--- src/hw/rtl/haq_pkg.sv ---
package haq_pkg;

  localparam int unsigned ROBOT_COUNT = 8;
  localparam int unsigned ID_W        = 3;
  localparam int unsigned CYCLE_W     = 32;
  localparam int unsigned ANGLE_W     = 16;
  localparam int unsigned TOL_W       = 15;
  localparam int unsigned GAP_W       = 8;
  localparam int unsigned CNT_W       = 4;
  localparam int unsigned CFG_IDX_W   = 1;
  localparam int unsigned CFG_DATA_W  = 8;
  localparam int unsigned IN_DATA_W   = 88;
  localparam int unsigned OUT_DATA_W  = 8;

  localparam logic [GAP_W-1:0] STALE_GAP_RST    = 8'd10;
  localparam logic [CNT_W-1:0] STABLE_COUNT_RST = 4'd2;

  typedef enum logic [CFG_IDX_W-1:0] {
    REG_STALE_GAP    = 1'b0,
    REG_STABLE_COUNT = 1'b1
  } cfg_reg_e;

  typedef struct packed {
    logic                      ball_ok;
    logic [ID_W-1:0]           robot_id;
    logic signed [ANGLE_W-1:0] robot_heading;
    logic [TOL_W-1:0]          tolerance;
    logic signed [ANGLE_W-1:0] target_heading;
    logic [CYCLE_W-1:0]        frame_cycle;
  } item_t;

endpackage

--- src/hw/rtl/heading_alignment_qualifier.sv ---
// Path: an input transfer loads the input register; the item's result is then
// loaded into the result register, from which it is valid on m_axis.
// Throughput: one item per cycle while m_axis is not stalled; the per-robot
// count and last-cycle update is a read-modify-write on flop arrays, so
// back-to-back items for the same robot see each other's state without stalls.
// Reset (rst_ni low, async): clears all robot state, restores registers.
module heading_alignment_qualifier (
  input  logic                                clk_i,
  input  logic                                rst_ni,
  // Slave side, tdata from bit 0: frame_cycle, target_heading, tolerance,
  // robot_heading, robot_id, ball_ok, zero pad
  input  logic                                s_axis_tvalid,
  output logic                                s_axis_tready,
  input  logic [haq_pkg::IN_DATA_W-1:0]       s_axis_tdata,
  // Master side, tdata from bit 0: aligned, zero pad
  output logic                                m_axis_tvalid,
  input  logic                                m_axis_tready,
  output logic [haq_pkg::OUT_DATA_W-1:0]      m_axis_tdata,
  // Configuration write port
  input  logic                                cfg_we_i,
  input  logic [haq_pkg::CFG_IDX_W-1:0]       cfg_idx_i,
  input  logic [haq_pkg::CFG_DATA_W-1:0]      cfg_data_i
);
  import haq_pkg::*;

  // Configuration registers
  logic [GAP_W-1:0] stale_gap_q;
  logic [CNT_W-1:0] stable_count_q;

  always_ff @(posedge clk_i or negedge rst_ni) begin
    if (!rst_ni) begin
      stale_gap_q    <= STALE_GAP_RST;
      stable_count_q <= STABLE_COUNT_RST;
    end else if (cfg_we_i) begin
      unique case (cfg_reg_e'(cfg_idx_i))
        REG_STALE_GAP:    stale_gap_q    <= cfg_data_i[GAP_W-1:0];
        REG_STABLE_COUNT: stable_count_q <= cfg_data_i[CNT_W-1:0];
        default: ;
      endcase
    end
  end

  // Input register stage
  logic  in_valid_q;
  item_t in_q;
  logic  advance;

  assign advance       = in_valid_q && (!m_axis_tvalid || m_axis_tready);
  assign s_axis_tready = !in_valid_q || advance;

  always_ff @(posedge clk_i or negedge rst_ni) begin
    if (!rst_ni) begin
      in_valid_q <= 1'b0;
    end else if (s_axis_tready) begin
      in_valid_q <= s_axis_tvalid;
    end
  end

  // Unpack the bus fields, lowest first
  always_ff @(posedge clk_i) begin
    if (s_axis_tready && s_axis_tvalid) begin
      in_q.frame_cycle    <= s_axis_tdata[31:0];
      in_q.target_heading <= s_axis_tdata[47:32];
      in_q.tolerance      <= s_axis_tdata[62:48];
      in_q.robot_heading  <= s_axis_tdata[78:63];
      in_q.robot_id       <= s_axis_tdata[81:79];
      in_q.ball_ok        <= s_axis_tdata[82];
    end
  end

  // Per-robot state
  logic [ROBOT_COUNT-1:0][CNT_W-1:0]   stab_q;
  logic [ROBOT_COUNT-1:0][CYCLE_W-1:0] last_q;

  logic                       id_ok;
  logic                       evaluate;
  logic [CYCLE_W-1:0]         gap;
  logic                       stale;
  logic [ANGLE_W-1:0]         tol_ext;
  logic [ANGLE_W-1:0]         lo;
  logic [ANGLE_W-1:0]         hi;
  logic signed [ANGLE_W-1:0]  m1;
  logic signed [ANGLE_W-1:0]  m2;
  logic signed [ANGLE_W-1:0]  margin;
  logic [ANGLE_W-1:0]         two_tol;
  logic                       in_window;
  logic [CNT_W-1:0]           cnt_old;
  logic [CNT_W-1:0]           cnt_d;
  logic                       aligned_d;

  always_comb begin
    id_ok    = ({1'b0, in_q.robot_id} < (ID_W+1)'(ROBOT_COUNT));
    evaluate = in_q.ball_ok && id_ok;

    // A gap that reads negative never marks the robot stale
    gap   = in_q.frame_cycle - last_q[in_q.robot_id];
    stale = !gap[CYCLE_W-1] && (gap > CYCLE_W'(stale_gap_q));

    // Window edges wrap naturally as binary angles
    tol_ext = {1'b0, in_q.tolerance};
    lo      = in_q.target_heading - tol_ext;
    hi      = in_q.target_heading + tol_ext;
    m1      = in_q.robot_heading - lo;
    m2      = hi - in_q.robot_heading;
    margin  = (m1 > m2) ? m1 : m2;
    two_tol = {in_q.tolerance, 1'b0};
    // Positive margin makes the unsigned compare exact
    in_window = (margin > 0) && ($unsigned(margin) < two_tol);

    cnt_old   = stale ? '0 : stab_q[in_q.robot_id];
    aligned_d = 1'b0;
    if (in_window) begin
      if (cnt_old >= stable_count_q) begin
        aligned_d = 1'b1;
        cnt_d     = stable_count_q;
      end else begin
        cnt_d = cnt_old + CNT_W'(1);
      end
    end else begin
      cnt_d = (cnt_old != '0) ? cnt_old - CNT_W'(1) : '0;
    end
    aligned_d = aligned_d && evaluate;
  end

  // Write back the count and the cycle of this update
  always_ff @(posedge clk_i or negedge rst_ni) begin
    if (!rst_ni) begin
      stab_q <= '0;
      last_q <= '0;
    end else if (advance && evaluate) begin
      stab_q[in_q.robot_id] <= cnt_d;
      last_q[in_q.robot_id] <= in_q.frame_cycle;
    end
  end

  // Result register: hold while the sink stalls
  logic out_valid_q;
  logic aligned_q;

  always_ff @(posedge clk_i or negedge rst_ni) begin
    if (!rst_ni) begin
      out_valid_q <= 1'b0;
    end else if (!out_valid_q || m_axis_tready) begin
      out_valid_q <= in_valid_q;
    end
  end

  always_ff @(posedge clk_i) begin
    if (advance) begin
      aligned_q <= aligned_d;
    end
  end

  assign m_axis_tvalid = out_valid_q;
  assign m_axis_tdata  = {(OUT_DATA_W-1)'(0), aligned_q};

  // Checks
  a_aligned_sets_count: assert property (@(posedge clk_i) disable iff (!rst_ni)
    advance && aligned_d |=> stab_q[$past(in_q.robot_id)] == $past(stable_count_q))
    else $error("aligned result without count at stable_count");

  a_skip_keeps_state: assert property (@(posedge clk_i) disable iff (!rst_ni)
    advance && !in_q.ball_ok |=> $stable(stab_q) && $stable(last_q))
    else $error("skipped item changed robot state");

  a_cycle_recorded: assert property (@(posedge clk_i) disable iff (!rst_ni)
    advance && evaluate |=> last_q[$past(in_q.robot_id)] == $past(in_q.frame_cycle))
    else $error("last update cycle not recorded");

  a_skip_not_aligned: assert property (@(posedge clk_i) disable iff (!rst_ni)
    advance && !in_q.ball_ok |=> !aligned_q)
    else $error("aligned reported for skipped item");

  a_ready_when_empty: assert property (@(posedge clk_i) disable iff (!rst_ni)
    !in_valid_q |-> s_axis_tready)
    else $error("input stalled with empty input register");

endmodule

--- config.mk ---
export PLATFORM = sky130hd
export DESIGN_NAME = heading_alignment_qualifier
export DESIGN_NICKNAME = d
export VERILOG_FILES = /design/src/hw/rtl/haq_pkg.sv /design/src/hw/rtl/heading_alignment_qualifier.sv
export SDC_FILE = /design/constraint.sdc
export NUM_CORES = 1
export LEC_CHECK = 0
export ABC_AREA = 0
export BUFFER_PORTS_ARGS = -buffer_cell sky130_fd_sc_hd__buf_2
export CAP_MARGIN = 40
export CORE_ASPECT_RATIO = 0.7
export CORE_MARGIN = 5
export CORE_UTILIZATION = 55
export DETAILED_ROUTE_END_ITERATION = 8
export MAX_ROUTING_LAYER = met4
export PLACE_DENSITY = 0.72
export SYNTH_ARGS = -nofsm -noshare
export SYNTH_HDL_FRONTEND = slang
export SYNTH_SLANG_ARGS = --single-unit
--- constraint.sdc ---
create_clock -name clk_i -period 14.3 [get_ports clk_i]
set_input_delay 2.86 -clock clk_i [delete_from_list [all_inputs] [get_ports clk_i]]
set_output_delay 2.86 -clock clk_i [all_outputs]
set_load 0.02 [all_outputs]
; ---- Yosys cells after proc, flatten, opt, wreduce, memory -nomap -nowiden
; Cells that the tools add are included.
[word_totals]
ff_bits = 386
input_bits = 102
out_inout_bits = 10
[classes]
addsub = 7
n_lt_le_gt_ge = 7
mux = 17
bitwise = 1
reduce_logical = 15
[ops]
columns = op, n
row1 = $bwmux W256, 1
row2 = $bmux W32 S3, 1
row3 = $demux W32 S3, 1
row4 = $mux W32, 2
row5 = $bwmux W32, 1
row6 = $gt A32 B8 Y1, 1
row7 = $sub A16 B16 Y16, 2
row8 = $sub A32 B32 Y32, 1
row9 = $mux W4, 6
row10 = $add A16 B15 Y16, 1
row11 = $gt A16 B1 Y1 const B, 1
row12 = $gt A16 B16 Y1, 1
row13 = $lt A16 B16 Y1, 1
row14 = $mux W16, 1
row15 = $sub A16 B15 Y16, 1
row16 = $bmux W4 S3, 1
row17 = $demux W4 S3, 1
row18 = $logic_and A1 B1 Y1, 7
row19 = $add A4 B1 Y4 const B, 1
row20 = $ge A4 B4 Y1, 1
row21 = $lt A3 B4 Y1 const B, 1
row22 = $reduce_and A2 Y1, 2
row23 = $reduce_bool A4 Y1, 1
row24 = $sub A4 B1 Y4 const B, 1
row25 = other kinds (5), 9

; ---- Logic depth before layout (Yosys ltp)
[logic_depth]
word_depth = 10
mapped_depth = 41
mapped_depth_nobuf = 39

; ---- Worst setup path before layout
; OpenSTA, ideal clock, no wires.
[synth_timing]
path_type = reg-to-reg
startpoint = register in_q[80] (netlist bit)
endpoint = register stab_q[14] (netlist bit)
arrival_ns = 7.396
t_required_ns = 14.175
slack_ns = 6.779
path_stages_with_launch = 32
n_path_buf = 3
synth_period_minus_slack_ns = 7.521
cell_sequence = edfxtp_1 clkbuf_1 nor3b_1 clkbuf_1 clkbuf_1 a22oi_1 nand4_1 ha_1 inv_1 fa_1 a211oi_1 o21a_1 xnor2_1 ha_1 and3_1 a21boi_0 o21ai_0 or4bb_1 nor4_1 o2111ai_1 a2111oi_0 a21oi_1 or2_2 ha_1 nand2b_1 a21o_1 a21o_1 a21o_1 or4b_1 nand3_1 mux2i_4 mux2_2
[synth_via]
elab_chain_len = 10
word_cells_on_any_way = 22
cone_classes = add/sub: 3 / order compare: 4 / mux: 11 / reduce/logical: 4
[synth_rtl]
columns = item, line
row1 = from (decl), heading_alignment_qualifier.sv:45  ; item_t in_q;
row2 = $bmux W32 S3, heading_alignment_qualifier.sv:96  ; gap = in_q.frame_cycle - last_q[in_q.robot_id];
row3 = $mux W32 (not written as such), heading_alignment_qualifier.sv:96
row4 = $sub A32 B32 Y32, heading_alignment_qualifier.sv:96
row5 = $gt A32 B8 Y1 or $logic_not A1 Y1 (tied branches), heading_alignment_qualifier.sv:97  ; stale = !gap[CYCLE_W-1] && (gap > CYCLE_W'(stale_gap_q));
row6 = $logic_and A1 B1 Y1, heading_alignment_qualifier.sv:97
row7 = $mux W4, heading_alignment_qualifier.sv:110  ; cnt_old = stale ? '0 : stab_q[in_q.robot_id];
row8 = $sub A4 B1 Y4 (tied with other cells), heading_alignment_qualifier.sv:120  ; cnt_d = (cnt_old != '0) ? cnt_old - CNT_W'(1) : '0;
row9 = $mux W4 (on tied branches), "heading_alignment_qualifier.sv:120, heading_alignment_qualifier.sv:113"
row10 = $mux W4, heading_alignment_qualifier.sv:112  ; if (in_window) begin
row11 = $bwmux W32 (*), heading_alignment_qualifier.sv:131  ; stab_q[in_q.robot_id] <= cnt_d;
row12 = "to (signal, indexed assignment)", heading_alignment_qualifier.sv:131
row13 = to (decl), heading_alignment_qualifier.sv:72  ; logic [ROBOT_COUNT-1:0][CNT_W-1:0] stab_q;
; Every way passes the cells marked *; elsewhere a longest branch is shown, timed or not. The select of a mux whose other input is x is not followed.
; A chain may end at the register's enable or synchronous reset.

; ---- Worst setup path in the final report
[layout_timing]
startpoint = register in_q[81] (netlist bit)
endpoint = register stab_q[10] (netlist bit)
; Same word-level chain as after synthesis.

==> results <==
- Counting the buffers created by CTS gives 39.
- The worst hold-check path type is reg2reg.
- Entering global routing, the biggest net connects between 150 and 200 pins.
- The flow ran to the end, and the final reports show no timing, DRC or antenna violations.
- The detailed-router iteration count before antenna repair is 6.
- The number of H-tree levels is 2.
- The maximum clock frequency is approximately 110 MHz.
- The endpoint arrival time on the critical path is 9.61 ns.
- The tool flagged a number of max-cap violations equal to 0.
- The count of antenna diodes in the layout is 0.
- The final total negative setup slack is 0 ns.
- The number of enable flip-flop cells after synthesis is 84.
- The number of hold-slack violations in the final timing report came to 0.
- Clock-pin slew was measured on the worst setup and hold paths at 0.06 ns.
- The worst hold path depth is 2.
- The share of synthesized area in the top cell type comes to 0.347.
- The final net count is approximately 2200.
- The overall power is ~4.4 mW.
- The die is around 180 um tall.
- CTS saw a little under 400 sinks.
- The leftover overflow at the end of global routing is 0.
- IR analysis of the VDD net gives a maximum drop of approximately 0.12 mV.
- The synthesized netlist contains 90 unique library cells.
- The worst setup path is of the reg2reg kind.
- The via count is 15597.
- The CTS root buffer is sky130_fd_sc_hd__clkbuf_16.
- Setup repair after global routing left no endpoint under its margin.
- The most used flip-flop cell after synthesis is sky130_fd_sc_hd__dfrtp_1.
- The region available for standard cell placement spans between 0.03 and 0.04 mm^2.
- Counting both buffers and inverters, the worst setup path holds a total of 1.
- Dividing total power by cell area gives a power density of 184 mW/mm^2.
- The worst setup path is captured at a register.
- After synthesis the cells add up to approximately 0.022 mm^2.
- The relative slew slack is 0.338.
- The die is between 200 and 250 um wide.
- The last weighted congestion value of the routability-driven placer is 0.974.
- Each instance of the synthesized netlist takes up on average between 10 and 15 um^2.
- The cell accounting for the most synthesized area is sky130_fd_sc_hd__dfrtp_1.
- The total wire length is 54.8 mm.
- The routed design could run at a clock period as short as just over 9 ns.
- Clock latency on the worst-skew pair, taken at its later pin, is 0.54 ns.
- Data on the critical path is required at its endpoint by between 10 and 15 ns.
- The buffer count from post-CTS setup fixing is 0.
- Synthesis produced a netlist whose cell count is ~1900.
- The number of hold buffers added after cts is 0.
- The clock arrives with around 0.014 ns of skew.
- The area of the die is around 0.043 mm^2.
- The total of buffers placed on input and output ports is 99.
- Across all register-to-register paths, the minimum setup slack is a little over 5 ns.
- For this block, the initial DRC count from the detailed router was roughly 1400.
- The total count of max-transition violations in the final report is 0.
- The biggest fanout along the worst timing path is 25.
- The number of remaining DRC errors is 0.
- The number of synthesized register bits is ~390.
- between 100 and 150 I/O pins were placed.
- In the finished design, the share of the clock period the worst path needs comes to 0.643.
- For the worst flop-to-flop path, the logic depth is 32.
- The start point of the worst min-delay path is last_q[224].
- The antenna violation net count after detailed routing is 0.
- Setup violations remaining at the end of the flow were counted as 0.
- In the routed layout, each cell is associated on average with a via count of approximately 6.2.
- Detailed placement finished with a half-perimeter wire length of 36.2 mm.
- Of the synthesized area, sequential elements account for 0.467.
- The share of flip-flops with an asynchronous set or reset after synthesis is 0.782.
- The path with the worst hold slack has its endpoint at last_q[224].
- Dividing the detail-routed wire length by the instance count gives 21.8 um.
- The post-CTS resize count is 0.
- The number of antenna violations at the first check in global routing was 0.
- The standby leakage power is roughly 11 nW.
- The startpoint identified for the worst register-to-register timing path is in_q[81].
- The area growth from synthesis to final layout is 10.8%.
- The cell class contributing the biggest share of worst-path delay is simple AND/OR/NAND/NOR gates.
- On the worst path, the slowest cell contributes a delay of roughly 0.6 ns.
- Sorting the synthesized cells by area gives the leading types as sky130_fd_sc_hd__dfrtp_1, sky130_fd_sc_hd__mux2_2, sky130_fd_sc_hd__edfxtp_1.
- The floorplan has 60 rows.
- The starting utilization of the core area is 0.560.
- The number of warnings printed during yosys synthesis is 0.
- The first global-routing pass estimated ~88 mm of wire.
- Counting along the longest clock path gives a buffer depth of 3.
- For this run, the total global-route usage over all layers was measured as 0.261.
- The number of global-route vias before repair is 15401.
- The share of post-route cells with drive strength above 1 is 0.257.
- The master of the slowest instance on the critical path is sky130_fd_sc_hd__edfxtp_1.
- TritonCTS built the clock tree.
- In this run the critical register-to-register path is captured at stab_q[10].
- STA classifies the critical path startpoint as a register.
- The actual transition at the worst max-transition pin is approximately 0.99 ns.
==> sequential cells by signal (all words and copies together) (netlist names) <==
| signal | cells |
|---|---|
| evaluate | 1 |
| m_axis_tvalid | 1 |
| stable_count_q | 4 |
| in_valid_q | 1 |
| aligned_q | 1 |
| stale_gap_q | 8 |
| in_q | 82 |
| last_q | 256 |
| stab_q | 32 |
==> stage by stage <==
stage | hold slack (ns) | setup WS, ns | instances | area (um^2) | util
2_1_floorplan | 0.450 | 6.78 | 1883 | 21600 | -
3_3_place_gp | 0.462 | 5.22 | 2437 | 22600 | 0.586
3_5_place_dp | 0.475 | 5.28 | 2441 | 22600 | 0.587
4_1_cts | 0.489 | 5.15 | 2511 | 23900 | 0.620
5_1_grt | 0.514 | 4.57 | 2511 | 23900 | 0.620
6_report | 0.487 | 5.11 | 2511 | 23900 | 0.620
==> kinds of logic (layout without fill, tap and decap cells) <==
kind of cell    after synthesis  in the layout  synth area share
fa+ha+maj                   137            137            0.0902
simple gates                360            360            0.0903
compound gates              443            443             0.145
mux                         287            287             0.150
buf+inv                     222            323            0.0407
other cells                   1              7          0.000174
flops                       386            386             0.467
xor+xnor                     41             41            0.0166
==> cells in the mapped netlist (17+ instances only) <==
| cell | number |
|---|---|
| sky130_fd_sc_hd__a21o_1 | 34 |
| sky130_fd_sc_hd__a21oi_1 | 75 |
| sky130_fd_sc_hd__a221oi_1 | 20 |
| sky130_fd_sc_hd__a22o_1 | 18 |
| sky130_fd_sc_hd__a22oi_1 | 99 |
| sky130_fd_sc_hd__a31oi_1 | 17 |
| sky130_fd_sc_hd__and3_1 | 36 |
| sky130_fd_sc_hd__clkbuf_1 | 79 |
| sky130_fd_sc_hd__dfrtp_1 | 299 |
| sky130_fd_sc_hd__edfxtp_1 | 84 |
| sky130_fd_sc_hd__fa_1 | 31 |
| sky130_fd_sc_hd__ha_1 | 106 |
| sky130_fd_sc_hd__inv_1 | 131 |
| sky130_fd_sc_hd__mux2_2 | 280 |
| sky130_fd_sc_hd__nand2_1 | 92 |
| sky130_fd_sc_hd__nand2b_1 | 19 |
| sky130_fd_sc_hd__nand3_1 | 27 |
| sky130_fd_sc_hd__nand4_1 | 17 |
| sky130_fd_sc_hd__nor2_1 | 50 |
| sky130_fd_sc_hd__nor3_1 | 21 |
| sky130_fd_sc_hd__o21ai_0 | 54 |
| sky130_fd_sc_hd__o22ai_1 | 17 |
| sky130_fd_sc_hd__xnor2_1 | 23 |
| sky130_fd_sc_hd__xor2_1 | 18 |
==> final cells by class <==
type	count	area, um^2
sequential	386	10100
multi-input combinational	1275	10700
inverter	131	492
tap	527	659
timing repair buffer	122	702
clock buffer	66	1230
clock inverter	4	48.8
fill	3024	14700
==> placed cells by master (no fill, tap or decap), drive strengths merged, types with 18 or more instances in the layout <==
cell    instances
nor3           21
inv           132
nand2          92
mux2          281
dfrtp         299
a31oi          18
a22oi          99
clkbuf         66
and3           37
xor2           18
a21oi          84
a22o           18
nand2b         19
nor2           51
xnor2          23
buf           122
edfxtp         84
o21ai          55
nand3          27
fa             31
ha            106
a221oi         20
a21o           34
==> worst register-to-register path: cells and delay by family (launching register included) <==
| family | cells | cell delay [ns] |
|---|---|---|
| XOR/XNOR | 1 | 0.21 |
| AO/OA/AOI/OAI | 14 | 3.02 |
| AND/OR/NAND/NOR | 11 | 3.34 |
| buffers and inverters | 1 | 0.52 |
| multiplexers | 2 | 0.41 |
| adder cells (fa/ha/maj) | 3 | 0.93 |
| flip-flops | 1 | 0.61 |
==> layer usage <==
layer / part of all wire / GRT usage / up-vias / routed length (um)
met2: 0.43 / 0.368 / 581 / 23400
met4: 0.012 / 0.0400 / 0 / 681
met3: 0.086 / 0.0555 / 62 / 4730
li1: - / - / 7097 / -
met5: 0 / - / - / 0
met1: 0.48 / 0.399 / 7857 / 26000
==> where the power goes <==
group	internal [mW]	switching, mW	total, mW
Combinational	0.767	1.04	1.81
Clock	0.603	0.426	1.03
Sequential	1.40	0.152	1.55
==> worst max-delay path by stage <==
stage | start | endpoint | slack [ns] | cells after the start
CTS | in_q[81] | stab_q[10] | 5.15 | 32
detailed placement | in_q[81] | stab_q[10] | 5.28 | 32
floorplan | in_q[80] | stab_q[14] | 6.78 | 31
global route | in_q[81] | stab_q[26] | 4.57 | 32
finish | in_q[81] | stab_q[10] | 5.11 | 32
global placement | in_q[81] | stab_q[2] | 5.22 | 32
(Power assumes the default switching activity.)
